[src/hdl/rmfb_pkg.sv]
// Package for the rotated monochrome frame store.
// Holds the request and command codes, the state encodings and the command type.
// It has no dependencies. All files but rmfb_ram and rmfb_checker import it.
package rmfb_pkg;

    localparam int COORD_W = 12;
    localparam int IDX_W   = 16;
    localparam int ADDR_W  = 21;
    localparam int PROD_W  = 24;
    localparam int BYTE_W  = 8;

    localparam logic [BYTE_W-1:0] BYTE_BLACK = 8'hFF;
    localparam logic [BYTE_W-1:0] BYTE_WHITE = 8'h00;
    localparam logic [BYTE_W-1:0] MSB_MASK   = 8'h80;

    typedef enum logic [1:0] {
        REQ_DRAW = 2'd0,
        REQ_FILL = 2'd1,
        REQ_READ = 2'd2
    } t_req_type;

    typedef enum logic [1:0] {
        ROT_0   = 2'd0,
        ROT_90  = 2'd1,
        ROT_180 = 2'd2,
        ROT_270 = 2'd3
    } t_rotation;

    typedef enum logic [2:0] {
        K_DRAW,
        K_FILL,
        K_READ,
        K_DROP,
        K_NONE
    } t_kind;

    typedef struct packed {
        t_kind             kind;
        logic [ADDR_W-1:0] addr;
        logic [2:0]        bitpos;
        logic              white;
    } t_cmd;

    typedef enum logic {
        F_IDLE,
        F_MAP
    } t_fstate;

    typedef enum logic [1:0] {
        B_IDLE,
        B_MOD,
        B_FILL,
        B_DONE
    } t_bstate;

endpackage

[src/hdl/rmfb_fifo.sv]
// Two-entry command queue between the front and back parts of the frame store.
// Depends on rmfb_pkg for the command type.
module rmfb_fifo import rmfb_pkg::*; (
    input  logic i_clk,
    input  logic i_rst_n,
    input  logic i_push,
    input  t_cmd i_cmd,
    output logic o_full,
    input  logic i_pop,
    output logic o_empty,
    output t_cmd o_cmd
);
    t_cmd       r_mem [2];
    logic       r_wptr;
    logic       r_rptr;
    logic [1:0] r_count;
    logic       n_wptr;
    logic       n_rptr;
    logic [1:0] n_count;

    assign o_full  = (r_count == 2'd2);
    assign o_empty = (r_count == 2'd0);
    assign o_cmd   = r_mem[r_rptr];

    always_comb begin
        n_wptr  = r_wptr;
        n_rptr  = r_rptr;
        n_count = r_count;
        if (i_push) begin
            n_wptr = ~r_wptr;
        end
        if (i_pop) begin
            n_rptr = ~r_rptr;
        end
        if (i_push && !i_pop) begin
            n_count = r_count + 2'd1;
        end else if (!i_push && i_pop) begin
            n_count = r_count - 2'd1;
        end
    end

    always_ff @(posedge i_clk) begin
        if (!i_rst_n) begin
            r_wptr  <= 1'b0;
            r_rptr  <= 1'b0;
            r_count <= 2'd0;
        end else begin
            r_wptr  <= n_wptr;
            r_rptr  <= n_rptr;
            r_count <= n_count;
        end
    end

    always_ff @(posedge i_clk) begin
        if (i_push) begin
            r_mem[r_wptr] <= i_cmd;
        end
    end
endmodule

[config.mk]
export PLATFORM = sky130hd
export DESIGN_NAME = rmfb_fifo
export DESIGN_NICKNAME = d
export VERILOG_FILES = /design/src/hdl/rmfb_pkg.sv /design/src/hdl/rmfb_fifo.sv
export SDC_FILE = /design/constraint.sdc
export NUM_CORES = 1
export LEC_CHECK = 0
export CAP_MARGIN = 20
export CORE_MARGIN = 10
export CORE_UTILIZATION = 50
export DETAILED_ROUTE_END_ITERATION = 16
export DONT_BUFFER_PORTS = 1
export PLACE_DENSITY = 0.64
export RECOVER_POWER = 25
export SYNTH_ARGS = -nofsm -noshare
export SYNTH_HDL_FRONTEND = slang
export SYNTH_SLANG_ARGS = --single-unit
[constraint.sdc]
create_clock -name i_clk -period 2.2 [get_ports i_clk]
set_input_delay 0.44 -clock i_clk [delete_from_list [all_inputs] [get_ports i_clk]]
set_output_delay 0.44 -clock i_clk [all_outputs]
set_load 0.01 [all_outputs]
; After elaboration in Yosys (flattened, before gate mapping)
; Memory sizes are Yosys's and may differ from the RTL's. A register that Yosys moved wholly into a read port is not among the register bits.
; Cells that the tools add are included.
[totals]
n_memories = 1
ram_bits = 56
out_inout_bits = 30
register_bits = 4
[classes]
bitwise = 2
n_mux = 6
reduce_logical = 6
n_eq_ne = 1
addsub = 2
[memory_table]
columns = memory, depth, width, rd, rd_clocked_by_memory_dff, write_ports, line
row1 = r_mem, 2, 28, 1, 1, 1, rmfb_fifo.sv:13  ; t_cmd r_mem [2];
[op_table]
columns = cell, n
row1 = $mux W1, 4
row2 = $mux W2, 2
row3 = $add A2 B1 Y2 const B, 1
row4 = $eq A2 B2 Y1 const B, 1
row5 = $logic_and A1 B1 Y1, 2
row6 = $logic_not A1 Y1, 2
row7 = $logic_not A2 Y1, 1
row8 = $not A1 Y1, 2
row9 = $reduce_bool A2 Y1, 1
row10 = $sub A2 B1 Y2 const B, 1

; Logic depth before layout (Yosys ltp)
[depth]
word_depth = 4
ltp_mapped = 5
ltp_nobuf = 5

; Worst setup path after synthesis
; OpenSTA, ideal clock, no wires.
[synth_path]
path_kind = in2reg
start = input i_push
end = memory r_mem[0][0] (netlist name) (enable)
arrival_time_ns = 1.748
setup_slack_ns = 0.035
cell_stages = 1
cell_sequence = nor2b_1
[synth_between]
elab_chain_cells = 2
[synth_rtl]
columns = item, line
row1 = "start, declared", rmfb_fifo.sv:6  ; input logic i_push,
row2 = $mux W1, rmfb_fifo.sv:55  ; if (i_push) begin
row3 = $mux W1 (not written as such), rmfb_fifo.sv:56  ; r_mem[r_wptr] <= i_cmd;
row4 = "end, declared", rmfb_fifo.sv:13
; Every way passes these cells.

==> impl_metrics.toml <==
[critical_path]
crit_path_end_kind = "output port"
required_ns = 1.76
worstSetupPathType = "reg2out"
startpoint_type = "flop"
path_max_fanout = 17
r2r-start = "r_wptr"
arrival_ns = 1.31

[sta]
worst_pin_slew_ns = 0.2434
hold_viol = 0
rsz0062_at_grt = "false"
fmax_mhz = 573.0
slew_violations = 0
finalCritPeriodShare_pct = 79.33
max-slew-margin-rel_pct = 83.78
post-route-min-period_ns = 1.745
setup-violations-final = 0
whs_ns = 0.1977
skew_ns = 0.006135
final.setup.tns_ns = 0

[synth]
ys_types = 17
yosys_warnings = 0
synth_top_area_cell = "edfxtp_1"
syn_avg_cell_area_um2 = 20.58
synth_nets = 142
syn_area_um2 = 2243
ys_seq_area_share_pct = 79.42
synthDominantCellAreaShare_pct = 74.96
postSynthCellCount = 109
synthTopCellsByArea = "edfxtp_1, mux2_2, dfxtp_1"
synth-seq-cells = 61

[final_layout]
antenna_cells = 0
nets = 156
syn_to_final_growth_pct = 12.72
n_fill_cell = 322
fin_area_um2 = 2529
finish.utilization_pct = 58.07
drive_gt1_share_pct = 39.06

[pwr]
seqPwrFrac_pct = 54.3
p_int_mw = 1.986
p_clk_share_pct = 37.8
p_sw_uw = 510.5
max-vdd-ir-drop_uv = 525.4
pwr-share-comb_pct = 7.8
swShare_pct = 20.45
p_total_mw = 2.496
pwr_density_cell_nw_per_um2 = 987.2
p_leak_nw = 0.8637

[global_routing]
grt_max_degree = 19
grt_pass1_vias = 1107
grt-ovfl-total = 0
antenna_found_initial = 0
grt_first_pass_wirelength_mm = 6.065
grt_usage_pct = 11.05

[flow_run]
maxCapViolCount = 0

[floorplan]
rows = 24
dieArea_um2 = 7566
io_pins = 62
fp.coreArea_um2 = 4354
die_x_um = 86.99
fp.dieH_um = 86.99
initial_core_util_pct = 51.52

[clock_tree]
cts_tree = "yes"
ctsResizeCount = 0
cts_hold_buf = 0
clkSlewWorstSetupHoldPaths_ns = 0.07
post_cts_buffers = 0
cts-htree-levels = 3
clock_tree.buffer_depth = 2
ctsRootBufferMaster = "clkbuf_8"
cts_buffers = 9
cts_sinks = 61
clkLatencyLatePin_ns = 0.33

[placement]
place_congestion = 0.6281
placed_area_um2 = 2328
dpl.hpwl_mm = 2.734
io_buffers = 0

[routing]
num_vias = 978
drtPass1Iterations = 4
viasPerCell = 5.433
drt_iter0_drc = 46
wl_per_cell_um = 21.21
ant_nets = 0
drc = 0
postRouteWirelength_mm = 3.818

[min_path]
hold_class = "in2reg"
hold_start = "i_cmd[4]"

[status]
status = "finished clean"
==> layout make-up <==
cell class,instances,area (µm²),area share [%]
sequential,61,1782,70.46
multi-input combinational,44,432.9,17.12
clock buffer,16,200.2,7.917
timing repair buffer,6,45.04,1.781
inverter,1,3.754,0.1484
tap,52,65.06,2.573
==> power groups by stage <==
stage / Combinational [mW] / Clock, mW / Sequential (mW)
floorplan: 0.165 / 0 / 1.38
global placement: 0.198 / 0 / 1.38
detailed placement: 0.202 / 0 / 1.38
CTS: 0.204 / 0.980 / 1.36
global route: 0.215 / 1.03 / 1.36
finish: 0.195 / 0.945 / 1.36
==> layout by cell type (no fill, tap or decap), drive strengths merged <==
cell,instances
and2b,1
a21boi,1
nor2,1
ha,1
or3,1
clkbuf,16
buf,6
edfxtp,56
nor2b,2
xor2,2
o21ai,1
o21a,1
mux2,28
dfxtp,5
and2,4
xnor2,1
inv,1
==> sequential cells by signal, summed over array words and instances, names as in the netlist, named ones only <==
name / cells
r_rptr: 1
r_mem: 56
r_wptr: 1
r_count: 2
==> cells by family after synthesis <==
family,after synthesis,share of synthesized area [%]
xor gates and xnor gates,3,1.171
and+or+nand+nor,9,2.510
AOI/OAI and AO/OA,3,0.8924
buffers and inverters,4,1.394
DFF,61,79.42
adders and majority gates,1,0.5576
muxes,28,14.05
==> metrics by stage <==
step / instances / setup slack (ns)
after floorplan: 109 / 0.03477
after global placement: 164 / 0.8175
after detailed placement: 164 / 0.7723
after CTS: 180 / 0.4019
after global routing: 180 / 0.3473
final: 180 / 0.4548
==> critical path: stages (launching register included) <==
cell and delay, ns:
dfxtp_1 0.33, buf_4 0.24, mux2_2 0.40
==> final timing paths <==
kind	end	cells past startpoint	slack [ns]
max	o_cmd[19]	2	0.45
min	r_mem[1][4]	0	0.20
max reg2reg	r_mem[1][14]	2	1.14
min reg2reg	r_count[1]	2	0.52
==> layer usage <==
layer	GRT usage, %	routed length, µm
met1	11.09	1355
met2	16.79	1970
met3	6.086	414
met4	8.395	78
met5	0	0
==> synthesized netlist by cell type <==
cell       n
o21a_1     1
ha_1       1
buf_2      1
a21boi_1   1
or3_1      1
and2_1     4
mux2_2    28
nor2_1     1
nor2b_1    2
o21ai_0    1
xor2_1     2
and2b_2    1
edfxtp_1  56
dfxtp_1    5
buf_6      2
inv_1      1
xnor2_1    1
(Power assumes the default switching activity.)
