**src/hdl/rmfb_pkg.sv**
```systemverilog
// Package for the rotated monochrome frame store.
// Holds the request and command codes, the state encodings and the command type.
// It has no dependencies. All files but rmfb_ram and rmfb_checker import it.
package rmfb_pkg;

    localparam int COORD_W = 12;
    localparam int IDX_W   = 16;
    localparam int ADDR_W  = 21;
    localparam int PROD_W  = 24;
    localparam int BYTE_W  = 8;

    localparam logic [BYTE_W-1:0] BYTE_BLACK = 8'hFF;
    localparam logic [BYTE_W-1:0] BYTE_WHITE = 8'h00;
    localparam logic [BYTE_W-1:0] MSB_MASK   = 8'h80;

    typedef enum logic [1:0] {
        REQ_DRAW = 2'd0,
        REQ_FILL = 2'd1,
        REQ_READ = 2'd2
    } t_req_type;

    typedef enum logic [1:0] {
        ROT_0   = 2'd0,
        ROT_90  = 2'd1,
        ROT_180 = 2'd2,
        ROT_270 = 2'd3
    } t_rotation;

    typedef enum logic [2:0] {
        K_DRAW,
        K_FILL,
        K_READ,
        K_DROP,
        K_NONE
    } t_kind;

    typedef struct packed {
        t_kind             kind;
        logic [ADDR_W-1:0] addr;
        logic [2:0]        bitpos;
        logic              white;
    } t_cmd;

    typedef enum logic {
        F_IDLE,
        F_MAP
    } t_fstate;

    typedef enum logic [1:0] {
        B_IDLE,
        B_MOD,
        B_FILL,
        B_DONE
    } t_bstate;

endpackage

```
**src/hdl/rmfb_req_if.sv**
```systemverilog
// Request channel of the rotated monochrome frame store.
// Carries valid, ready and one request. Depends on rmfb_pkg.
interface rmfb_req_if import rmfb_pkg::*; ();
    logic                      valid;
    logic                      ready;
    logic [1:0]                req_type;
    logic signed [COORD_W-1:0] pixel_x;
    logic signed [COORD_W-1:0] pixel_y;
    logic                      pixel_white;
    logic [IDX_W-1:0]          byte_index;

    modport source (
        output valid, req_type, pixel_x, pixel_y, pixel_white, byte_index,
        input  ready
    );
    modport sink (
        input  valid, req_type, pixel_x, pixel_y, pixel_white, byte_index,
        output ready
    );
endinterface

```
**src/hdl/rmfb_front.sv**
```systemverilog
// Front part of the frame store: accepts requests, checks bounds, rotates
// coordinates and computes the byte address. Depends on rmfb_pkg and rmfb_req_if.
module rmfb_front import rmfb_pkg::*; #(
    parameter int PANEL_WIDTH  = 800,
    parameter int PANEL_HEIGHT = 480
) (
    input  logic          i_clk,
    input  logic          i_rst_n,
    rmfb_req_if.sink      i_req,
    input  logic [1:0]    i_rotation,
    input  logic          i_full,
    output logic          o_push,
    output t_cmd          o_cmd
);
    localparam int STORE_BYTES = (PANEL_WIDTH * PANEL_HEIGHT + 7) / 8;
    localparam logic [ADDR_W:0]      STORE_LIM = (ADDR_W + 1)'(STORE_BYTES);
    localparam logic [COORD_W:0]     LIM_W     = (COORD_W + 1)'(PANEL_WIDTH);
    localparam logic [COORD_W:0]     LIM_H     = (COORD_W + 1)'(PANEL_HEIGHT);
    localparam logic [COORD_W-1:0]   LAST_X    = COORD_W'(PANEL_WIDTH - 1);
    localparam logic [COORD_W-1:0]   LAST_Y    = COORD_W'(PANEL_HEIGHT - 1);

    t_fstate            r_state;
    t_fstate            n_state;
    t_kind              r_kind;
    logic [COORD_W-1:0] r_px;
    logic [COORD_W-1:0] r_py;
    logic               r_white;
    logic [IDX_W-1:0]   r_idx;

    t_kind              cls_kind;
    logic [COORD_W-1:0] map_px;
    logic [COORD_W-1:0] map_py;
    logic [COORD_W:0]   lim_x;
    logic [COORD_W:0]   lim_y;
    logic [COORD_W-1:0] ux;
    logic [COORD_W-1:0] uy;
    logic               x_ok;
    logic               y_ok;
    logic [PROD_W-1:0]  prod;
    logic [ADDR_W:0]    addr_sum;
    logic               accept;

    assign i_req.ready = (r_state == F_IDLE);
    assign accept      = i_req.valid && (r_state == F_IDLE);

    always_comb begin
        lim_x = i_rotation[0] ? LIM_H : LIM_W;
        lim_y = i_rotation[0] ? LIM_W : LIM_H;
        ux    = i_req.pixel_x;
        uy    = i_req.pixel_y;
        x_ok  = !ux[COORD_W-1] && ({1'b0, ux} < lim_x);
        y_ok  = !uy[COORD_W-1] && ({1'b0, uy} < lim_y);

        case (i_rotation)
            ROT_90: begin
                map_px = LAST_X - uy;
                map_py = ux;
            end
            ROT_180: begin
                map_px = LAST_X - ux;
                map_py = LAST_Y - uy;
            end
            ROT_270: begin
                map_px = uy;
                map_py = LAST_Y - ux;
            end
            default: begin
                map_px = ux;
                map_py = uy;
            end
        endcase

        case (i_req.req_type)
            REQ_DRAW: cls_kind = (x_ok && y_ok) ? K_DRAW : K_DROP;
            REQ_FILL: cls_kind = K_FILL;
            REQ_READ: begin
                cls_kind = ((ADDR_W + 1)'(i_req.byte_index) < STORE_LIM) ? K_READ : K_NONE;
            end
            default:  cls_kind = K_NONE;
        endcase
    end

    always_comb begin
        prod     = PROD_W'(r_py) * PROD_W'(PANEL_WIDTH);
        addr_sum = (ADDR_W + 1)'(r_px >> 3) + (ADDR_W + 1)'(prod >> 3);

        o_cmd.kind   = r_kind;
        o_cmd.addr   = addr_sum[ADDR_W-1:0];
        o_cmd.bitpos = r_px[2:0];
        o_cmd.white  = r_white;
        if (r_kind == K_DRAW && addr_sum >= STORE_LIM) begin
            o_cmd.kind = K_DROP;
        end
        if (r_kind == K_READ) begin
            o_cmd.addr = ADDR_W'(r_idx);
        end
    end

    always_comb begin
        n_state = r_state;
        o_push  = 1'b0;
        case (r_state)
            F_IDLE: begin
                if (i_req.valid) begin
                    n_state = F_MAP;
                end
            end
            F_MAP: begin
                if (!i_full) begin
                    o_push  = 1'b1;
                    n_state = F_IDLE;
                end
            end
            default: n_state = F_IDLE;
        endcase
    end

    always_ff @(posedge i_clk) begin
        if (!i_rst_n) begin
            r_state <= F_IDLE;
        end else begin
            r_state <= n_state;
        end
    end

    always_ff @(posedge i_clk) begin
        if (accept) begin
            r_kind  <= cls_kind;
            r_px    <= map_px;
            r_py    <= map_py;
            r_white <= i_req.pixel_white;
            r_idx   <= i_req.byte_index;
        end
    end
endmodule

```
**src/flat_wrapper.sv**
```systemverilog
// flat-port wrapper written by rule: the top's interface ports become plain ports
module rmfb_front_flat import rmfb_pkg::*;
#(
    parameter int PANEL_WIDTH  = 800,
    parameter int PANEL_HEIGHT = 480
)
  (i_clk, i_rst_n, i_rotation, i_full, o_push, o_cmd, i_req_valid, i_req_req_type, i_req_pixel_x, i_req_pixel_y, i_req_pixel_white, i_req_byte_index, i_req_ready);
  rmfb_req_if i_req_i ();
  input  logic i_clk;
  input  logic i_rst_n;
  input  logic [1:0] i_rotation;
  input  logic i_full;
  output logic o_push;
  output t_cmd o_cmd;
  input wire logic [$bits(i_req_i.valid)-1:0] i_req_valid;
  input wire logic [$bits(i_req_i.req_type)-1:0] i_req_req_type;
  input wire logic [$bits(i_req_i.pixel_x)-1:0] i_req_pixel_x;
  input wire logic [$bits(i_req_i.pixel_y)-1:0] i_req_pixel_y;
  input wire logic [$bits(i_req_i.pixel_white)-1:0] i_req_pixel_white;
  input wire logic [$bits(i_req_i.byte_index)-1:0] i_req_byte_index;
  output wire logic [$bits(i_req_i.ready)-1:0] i_req_ready;
  assign i_req_i.valid = i_req_valid;
  assign i_req_i.req_type = i_req_req_type;
  assign i_req_i.pixel_x = i_req_pixel_x;
  assign i_req_i.pixel_y = i_req_pixel_y;
  assign i_req_i.pixel_white = i_req_pixel_white;
  assign i_req_i.byte_index = i_req_byte_index;
  assign i_req_ready = i_req_i.ready;
  rmfb_front #(.PANEL_WIDTH(PANEL_WIDTH), .PANEL_HEIGHT(PANEL_HEIGHT)) u_core (.i_clk(i_clk), .i_rst_n(i_rst_n), .i_req(i_req_i), .i_rotation(i_rotation), .i_full(i_full), .o_push(o_push), .o_cmd(o_cmd));
endmodule
```
**config.mk**
```make
export PLATFORM = sky130hd
export DESIGN_NAME = rmfb_front_flat
export DESIGN_NICKNAME = d
export VERILOG_FILES = /design/src/hdl/rmfb_pkg.sv /design/src/hdl/rmfb_req_if.sv /design/src/hdl/rmfb_front.sv /design/src/flat_wrapper.sv
export SDC_FILE = /design/constraint.sdc
export NUM_CORES = 1
export LEC_CHECK = 0
export BUFFER_PORTS_ARGS = -buffer_cell sky130_fd_sc_hd__buf_4
export CORE_UTILIZATION = 42
export DETAILED_ROUTE_END_ITERATION = 6
export SYNTH_ARGS = -nofsm -noshare
export SYNTH_HDL_FRONTEND = slang
export SYNTH_SLANG_ARGS = --single-unit
```
**constraint.sdc**
```tcl
create_clock -name i_clk -period 6.7 [get_ports i_clk]
set_input_delay 0.67 -clock i_clk [delete_from_list [all_inputs] [get_ports i_clk]]
set_output_delay 0.67 -clock i_clk [all_outputs]
set_load 0.05 [all_outputs]
```
Word level (Yosys, flattened, before mapping)
Index checks and enable logic that the tools add are counted.
Widths: inputs -> output; s select.
- register bits: 45
- bits of input ports: 49
- output and inout bits: 30
- logic and storage cells: 46
- add/sub/neg operators: 5
- multipliers: 1
- magnitude comparators: 4
- equality and inequality tests: 6
- mux-type cells: 14
- bitwise gates (word level): 1
- reductions and logical operators: 9
- operators with widths (operator ; count):
    $pmux 12 s3 ; 2
    $lt 12x13->1 ; 2
    $sub 10x12->12 const A ; 2
    $sub 9x12->12 const A ; 2
    $ge 22x16->1 const B ; 1
    $mux 21 ; 1
    $add 9x19->20 ; 1
    $mux 10 ; 2
    $mul 12x5->17 const B ; 1
    $lt 16x16->1 const B ; 1
    $pmux 3 s3 ; 1
    $eq 2x2->1 const B ; 3
    $mux 3 ; 2
    $logic_and 1x1->1 ; 5
    $eq 2x1->1 const B ; 2
    $mux 1 ; 4
    $eq 3x2->1 const B ; 1
    $logic_not 3->1 ; 1
    $logic_not 1->1 ; 2
    $logic_not 2->1 ; 1
    $mux 2 ; 1
    $pmux 1 s2 ; 1
    $not 1->1 ; 1

Depth between registers and ports, before layout
Gate-level depths: netlist of the first run.
- depth after elaboration: 6
- mapped depth: 14
- gate-level depth less buffers: 13

Worst setup path before layout of the first run
OpenSTA, ideal clock, no wires.
- path kind: reg-to-output
- start: register u_core.r_py[6]
- end: output port o_cmd[23] (netlist name)
- data arrival time: 4.582 ns
- required time: 6.030 ns
- setup slack: 1.448 ns
- stages on the path, launching flop included: 13
- path buffers: 0
- cell sequence: edfxtp_1 ha_1 ha_1 inv_1 fa_1 inv_1 ha_1 a21o_1 o21ai_0 o211a_1 and4b_1 nand4_1 nor4_1
- RTL lines (element ; line ; RTL):
    start: declaration ; rmfb_front.sv:26 ; logic [COORD_W-1:0] r_py;
    start signal: assignment ; rmfb_front.sv:130 ; r_py <= map_py;
    end: declaration ; flat_wrapper.sv:14 ; output t_cmd o_cmd;

==> run summary, run 1 <==
The worst setup margin is 1.48 ns. The critical path is of the flop to primary output type. The cell repeated most along the worst path is ha_1. The cell-internal power came out at 0.916 mW. The clock period minus final worst setup slack came out at 5.22 ns. Registers are responsible for 18.3% of the overall power. The classification of the worst-slack hold path is primary input to flop. The number of gates resized after CTS was 0. The final setup skew came out at ~0.016 ns.

The count of final setup violators came out at 0. The largest single stage delay on the critical path is 0.48 ns. The via count normalized by instance count came out at approximately 5.4. The effective utilization at floorplan came out at 43.4%. The floorplan die height is 105 um. The initial antenna violation count is 0.

Of the synthesized area, sequential elements account for 29.9%. The number of pins with negative max-slew slack in the final report came out at 0. Cells with a size suffix above 1 make up around a fifth of the layout. The origin of the worst min-delay path is i_req_byte_index[0]. The sum of overflow across all layers after global routing came out at 0.

The number of buffers inserted by hold repair at cts came out at 0. The achievable clock frequency came out at 192 MHz. The part of the total power dissipated in combinational logic is 72.6%. The logic depth of the worst register-to-register path came out at 2. The switching part of the total power is a little over half. The reg2reg setup slack is 5.10 ns. The tool flagged a number of max-cap violations equal to 0.

The category of the worst setup path capture point is a primary output. The area enclosed by the die boundary is 11,100 um2. The slowest stage of the critical path belongs to the cell o41ai_1. The reported net switching power is roughly 1 mW.

For this run, the number of Yosys warnings is 0. The total global-route track usage came out at 18.5%. Counting along the longest clock path gives a buffer depth of 2. The final instance count without filler cells came out at 690. The tree is rooted in a clkbuf_8. The cell area after synthesis came out at 4480 um2. The pre-CTS setup slack is 1.85 ns.

The async set-or-reset flop fraction in the synthesized netlist came out at 0%. The hold violation total from the final report came out at 0. After filler insertion, the fill cell instance count of the layout stands at 979. The global-route wire length before repair is 16,800 um. The tightest slew margin relative to the limit is 23.7%. The remaining antenna violation count came out at 0.

The number of H-tree levels came out at 2. The number of flops mapped to enable cells by yosys is 44. The number of top-level pins came out at 79. The critical path goes through ha_1, ha_1, fa_1, ha_1, xor2_1, ha_1, nor3_1, a21oi_1, xnor2_1, o41ai_1, a41oi_1, o221ai_1, buf_4. After detailed placement, the design holds a cell count of 682. The first-pass detailed-route iteration total is 4.

The signed area change from the synthesized netlist to the final layout is 17.1%. At the worst endpoint, the required time is ~6.0 ns. The startpoint identified for the worst register-to-register timing path is u_core.r_state. The maximum number of pins on one net before global-route repair is 44. At the worst endpoint, the arrival time is 4.55 ns. The total power density per cell area came out at about 370 nW/um2. After synthesis, the netlist uses 63 different library cells. The endpoint identified for the worst register-to-register timing path is u_core.r_py[11].

Along the worst path, the maximum fanout reaches 6. The cell leakage power came out at 2.34 nW. The average cell area after synthesis came out at 9.19 um2.

Dividing the detail-routed wire length by the instance count gives ~14 um. After the last flow step, the layout net total stands at between 600 and 700. The endpoint of the worst hold-timing path is u_core.r_idx[0].

The half-perimeter wire length after detailed placement came out at 7860 um. The final-layout setup total negative slack came out at 0 ns. In the finished design, the share of the clock period the worst path needs comes to approximately 80%. Yosys attributes the largest share of cell area to edfxtp_1 (29%), ha_1 (15%), mux2i_1 (4.2%), nor2_1 (3.6%), fa_1 (3.6%).

In the synthesized netlist, the number of instances is 488. The total CTS buffers is 5. The core footprint is 10,300 um2. Measured along the x axis, the die boundary spans 105 um. The iteration-0 DRC count of the detailed router is 175. The most used flip-flop cell after synthesis is edfxtp_1.

The clock latency of the later-clocked register in the worst-skew pair came out at approximately 0.30 ns. The via count of the first global-routing pass is ~3,700. At the pin with the least slew margin, the transition time is 1.14 ns. Counting instances, the worst hold path has a depth of 1. After detailed routing, the number of remaining DRC violations is 0. Overall power consumption after layout is estimated at 1.92 mW. The cell area after placement is approximately 5000 um2. The repair_antennas step left the layout with diodes totalling 0. The post-CTS setup buffer count is 0.

The clock slew at the register clock pins of the worst setup and hold paths is 0.09 ns. Setup repair after global routing left no endpoint under its margin. The count of buffers added on input and output ports is between 70 and 80. After floorplanning, the core was divided into 37 placement rows.

The area share of the leading cell type in the synthesized netlist is 29.5%. The share of total power in the clock network came out at a little under a tenth. The cell area after layout is 5250 um2. The worst supply voltage drop on vdd is 0.000242 V. The sink count of the clock tree came out at 45. The register bit count reported by yosys came out at 45. The global placement routability congestion is 0.784.

The post-synth net total came out at 600. The worst setup path is launched from a flop. The final wirelength came out at 9850 um. The total via count in the routed design came out at 3,747. The flow ran to the end, and the final reports show no timing, DRC or antenna violations. The synthesized design spends more area on one cell type than any other, namely edfxtp_1. TritonCTS built the clock tree.
==> cell type report <==
| cell class | count | area, um2 | area share (%) |
|---|---|---|---|
| Clock buffer | 6 | 82.6 | 1.57 |
| Clock inverter | 2 | 13.8 | 0.262 |
| Inverter | 41 | 154 | 2.93 |
| Multi-Input combinational cell | 382 | 2900 | 55.3 |
| Sequential cell | 45 | 1340 | 25.6 |
| Tap cell | 136 | 170 | 3.24 |
| Timing Repair Buffer | 78 | 586 | 11.2 |
==> metal layers <==
metal / routed length, um / GRT usage [%] / vias to the layer above
met5: 0 / 0 / -
met4: 201 / 6.14 / 0
met3: 258 / 2.16 / 14
met2: 4810 / 32.3 / 75
met1: 4580 / 23.7 / 1744
li1: - / - / 1914
==> kinds of logic (layout without fill, tap and decap cells) <==
| family | after synthesis | in the layout | synth area share, % |
|---|---|---|---|
| compound gates | 122 | 122 | 19.0 |
| xor+xnor | 28 | 28 | 5.47 |
| fa+ha+maj | 63 | 63 | 18.9 |
| buf+inv | 61 | 127 | 5.53 |
| flops | 45 | 45 | 29.9 |
| mux | 23 | 23 | 5.25 |
| other cells | 1 | 1 | 0.0836 |
| simple gates | 145 | 145 | 15.9 |
==> synthesized netlist by cell type, types with 4 or more instances <==
cell type / n
ha_1: 55
edfxtp_1: 44
nor2_1: 43
inv_1: 40
nand2_1: 35
a21oi_1: 30
mux2i_1: 19
xnor2_1: 18
o21ai_0: 16
clkbuf_1: 13
nor3_1: 13
nand3_1: 11
xor2_1: 10
fa_1: 8
nor2b_1: 8
o31ai_1: 7
a21o_1: 6
o211ai_1: 6
o21ai_1: 6
a211oi_1: 5
buf_4: 5
nand3b_1: 5
o21a_1: 5
o22ai_1: 5
a211oi_2: 4
mux2_2: 4
nand4_1: 4
o211a_1: 4
o221ai_1: 4
or2_2: 4
==> power groups by stage <==
stage	Sequential, mW	Combinational (mW)	Clock, mW
finish	0.351	1.39	0.175
global route	0.354	1.51	0.193
CTS	0.351	1.39	0.182
detailed placement	0.358	1.39	0
global placement	0.357	1.37	0
floorplan	0.353	1.06	0
==> worst max path at each step <==
stage | startpoint | to | depth (start not counted)
after detailed placement | u_core.r_py[2] | o_cmd[26] | 14
after global routing | u_core.r_py[2] | o_cmd[25] | 14
final | u_core.r_py[2] | o_cmd[26] | 13
after global placement | u_core.r_py[2] | o_cmd[26] | 14
after floorplan | u_core.r_py[6] | o_cmd[23] | 12
after CTS | u_core.r_py[2] | o_cmd[26] | 14
==> registers in the layout, summed over array words and instances (netlist names) <==
signal,flops
u_core.r_idx,16
u_core.r_kind,3
u_core.r_px,12
u_core.r_py,12
u_core.r_state,1
u_core.r_white,1
==> layout by cell type, fill, tap and decap left out, drive strengths merged, types with 7 or more instances in the layout <==
cell	instances
nand3	12
nor2	43
o31ai	7
nand2	35
edfxtp	44
nor3	13
inv	41
xnor2	18
a211oi	9
ha	55
o21ai	22
o211ai	7
buf	78
nor2b	8
fa	8
a21oi	30
xor2	10
mux2i	19
==> worst max-delay path: cells and delay by family, from the launching register on <==
| family | cells | cell delay, ns |
|---|---|---|
| compound gates | 4 | 1.06 |
| xor+xnor | 2 | 0.37 |
| fa+ha+maj | 5 | 1.74 |
| buf+inv | 1 | 0.23 |
| flops | 1 | 0.43 |
| simple gates | 1 | 0.43 |
==> metrics by stage <==
stage                     utilization (%)  hold slack (ns)
after floorplan                         -            0.501
after global placement               49.9            0.553
after detailed placement             49.9            0.564
after CTS                            50.8            0.526
after global routing                 50.8            0.518
final                                50.8            0.539
Note: power is estimated with default switching activity, not from simulation.
==> run 2: changes to the inputs <==
==> constraint.sdc (replaced) <==
create_clock -name i_clk -period 5.3 [get_ports i_clk]
set_input_delay 0.53 -clock i_clk [delete_from_list [all_inputs] [get_ports i_clk]]
set_output_delay 0.53 -clock i_clk [all_outputs]
set_load 0.05 [all_outputs]
==> run 2 against run 1 <==
- sequential cell count is the same
- routed wire length shrank 0.84%
- sequential share of layout area shrank 0.16 points
- highest routed layer unchanged
- clock skew shrank 0.0062 ns
- worst setup slack lost 1.2 ns
- register-to-register slack lost 1.4 ns
- global-route usage shrank 0.12 points
- core utilization grew 0.32 points
- via count shrank 0.35%
- combinational power grew 27%
- power grew 29%
==> run summary, run 2 (synthesis results as in run 1) <==
Outcome: completed (unchanged). The total CTS buffers came to 5 (unchanged). The cell leakage power is 2.35 nW (was 2.34 nW).

The post-route worst hold slack came out at 0.405 ns (was 0.539 ns). The tightest slew margin relative to the limit came out at 24.5% (was 23.7%). The clock slew at the register clock pins of the worst setup and hold paths came out at 0.09 ns (about the same). The data required time at the worst endpoint is 4.77 ns (was 6.03 ns). Unrepaired setup endpoints after global routing: false (unchanged). The classification of the worst-slack hold path is primary input to flop (unchanged). The number of buffers inserted by hold repair at cts is 0 (unchanged). Top library cells by usage in the layout, fill and taps aside: buf_4 (78), ha_1 (55), edfxtp_1 (44) (unchanged). The slew of the pin with the lowest slew margin came out at 1.13 ns (was 1.14 ns). The category of the worst setup path capture point was a primary output (unchanged). The iteration-0 DRC count of the detailed router is 171 (was 175).

The maximum number of pins on one net before global-route repair was 44 (unchanged). The number of top-level pins is 79 (unchanged). The number of violations of the max-capacitance limit came out at 0 (unchanged). The die boundary width is 105 um (unchanged). The number of core rows came out at 37 (unchanged). The via count of the first global-routing pass came to 3,624 (was 3,668). The core footprint is 10,300 um2 (unchanged).

The final clock period utilization by the worst path came out at between 90 and 100%. The kind of launch point of the worst setup path is a flop (unchanged). The largest delay contributor family on the critical path is adder cells (unchanged). The switching part of the total power is 51.3% (was 52.3%). The clock latency of the later-clocked register in the worst-skew pair came out at 0.29 ns (was 0.30 ns). The overall power was 2.49 mW (was 1.92 mW). The remaining antenna violation count came out at 0 (unchanged). The total buffers and inverters traversed by the critical path is 1 (unchanged). List of cells traversed by the critical path: ha_1, ha_1, fa_1, ha_1, xor2_1, ha_1, nor3_2, a21oi_1, xnor2_1, o41ai_1, a41oi_1, o221ai_1, buf_4 (was ha_1, ha_1, fa_1, ha_1, xor2_1, ha_1, nor3_1, a21oi_1, xnor2_1, o41ai_1, a41oi_1, o221ai_1, buf_4). The final-layout setup total negative slack came out at 0 ns (unchanged). The part of the total power dissipated in sequential elements came out at 17.8% (was 18.3%). The number of H-tree levels is 2 (unchanged). The number of input and output port buffers inserted is 77 (unchanged). The register with the most flip-flops is u_core.r_idx (unchanged).

The effective utilization at floorplan came out at 43.4% (unchanged). The area enclosed by the die boundary came out at 11,100 um2 (unchanged). The global placement routability congestion came out at 0.784 (unchanged). The number of flip-flops in the largest register is 16 (unchanged). The sink count of the clock tree is 45 (unchanged).

The hold violation total from the final report is 0 (unchanged). The achievable clock frequency is 200 MHz. The final wirelength is 9770 um (was 9850 um).

The worst path in the final design needs a cycle of 5.00 ns, including I/O delays and setup. The global-route wire length before repair is 16,600 um (was 16,800 um). The most common cell after layout, fill and taps aside is buf_4 (unchanged). The number of pins with negative max-slew slack in the final report is 0 (unchanged). The via count normalized by instance count is 5.41 (was 5.43). The signal arrival time at the worst endpoint came out at 4.47 ns (was 4.55 ns). The startpoint-to-endpoint class of the critical path is flop to primary output (unchanged). The final-layout fill cell count is 954 (was 979).

The share of total power in the clock network was 10.8% (was 9.1%). The CTS tree is yes (unchanged). The critical path's slowest cell is o41ai_1 (unchanged).

The reported net switching power came to 1.27 mW (was 1.00 mW). The clock tree root buffer cell is clkbuf_8 (unchanged). The cell repeated most along the worst path is ha_1 (unchanged). The floorplan die height came out at 105 um (unchanged). The post-layout net count came out at 665 (unchanged). The cell-internal power was 1.21 mW (was 0.916 mW). The mean routed wirelength per cell came out at 14.2 um (was 14.3 um). The largest incremental delay on the critical path is 0.47 ns (was 0.48 ns).

The part of the total power dissipated in combinational logic is 71.4% (was 72.6%). The half-perimeter wire length after detailed placement came out at 7820 um (was 7860 um). The pre-CTS setup slack came out at 0.613 ns (was 1.85 ns). The total DRC errors in the routed layout came to 0 (unchanged).

The maximum number of buffers from clock root to sink was 2 (unchanged). Regs by FF count: u_core.r_idx x16, u_core.r_px x12, u_core.r_py x12 (unchanged). The total global-route track usage came out at 18.4% (was 18.5%). The count of final setup violators is 0 (unchanged). The initial antenna violation count came out at 0 (unchanged). The final setup skew came to 0.00967 ns (was 0.0159 ns). The first-pass detailed-route iteration total came out at 4 (unchanged). The total via count in the routed design came out at 3,734 (was 3,747). The fraction of final layout cells sized beyond drive strength 1 came out at 19.3% (unchanged). The sum of overflow across all layers after global routing is 0 (unchanged). The total power density per cell area was 471 nW/um2 (was 366 nW/um2). The signed area change from the synthesized netlist to the final layout is 17.8% (was 17.1%). The number of diodes added for antenna fixing came out at 0 (unchanged). The worst setup margin came out at 0.297 ns (was 1.48 ns). The largest fanout on the critical path came out at 6 (unchanged).

The worst supply voltage drop on vdd came out at 0.000329 V (was 0.000242 V).
## run 2: cell types whose count changed in the layout (fill, tap and decap cells not counted), sizes merged
cell    before  now
clkinv       2    0
bufinv       0    1
clkbuf       6    7
## run 2: final cells by class
| type | instances | area (um2) | area share [%] |
|---|---|---|---|
| flip-flops and latches | 45 | 1340 | 25.4 |
| inverters | 41 | 154 | 2.91 |
| clock buffers | 7 | 86.3 | 1.63 |
| repair buffers | 78 | 586 | 11.1 |
| well taps | 136 | 170 | 3.22 |
| multi-input cells | 382 | 2910 | 55.2 |
| clock inverters | 1 | 30.0 | 0.569 |
## run 2: worst paths after layout
check | start | end | slack [ns] | depth (start not counted)
hold / removal | i_req_pixel_white | u_core.r_white | 0.40 | 1
hold reg to reg | u_core.r_state | u_core.r_state | 0.57 | 2
setup / recovery | u_core.r_py[2] | o_cmd[25] | 0.30 | 13
setup reg to reg | u_core.r_state | u_core.r_py[11] | 3.70 | 2
## run 2: stage by stage
step | std cells | cell area, um2 | utilization, %
floorplan | 488 | 4480 | -
global placement | 682 | 5150 | 49.9
detailed placement | 682 | 5150 | 49.9
CTS | 690 | 5270 | 51.0
global route | 690 | 5280 | 51.2
finish | 690 | 5280 | 51.2
## run 2: power by group through the flow
stage	Sequential [mW]	Clock (mW)	Combinational, mW
final	0.443	0.268	1.77
after global routing	0.447	0.289	1.93
after CTS	0.444	0.273	1.76
after detailed placement	0.452	0	1.75
after global placement	0.451	0	1.73
after floorplan	0.447	0	1.34
## run 2: per-layer routing
| layer | track usage, % | wire, um | part of all wire (%) |
|---|---|---|---|
| met1 | 23.8 | 4510 | 46 |
| met4 | 4.53 | 114 | 1.2 |
| met2 | 32.3 | 4790 | 49 |
| met3 | 2.54 | 361 | 3.7 |
| met5 | 0 | 0 | 0 |
## run 2: timing repair
action / in CTS / in global routing
gates resized for setup: 0 / 2
buffers inserted: 0 / 0
hold endpoints to repair: 0 / 0
setup endpoints to repair: 0 / 1
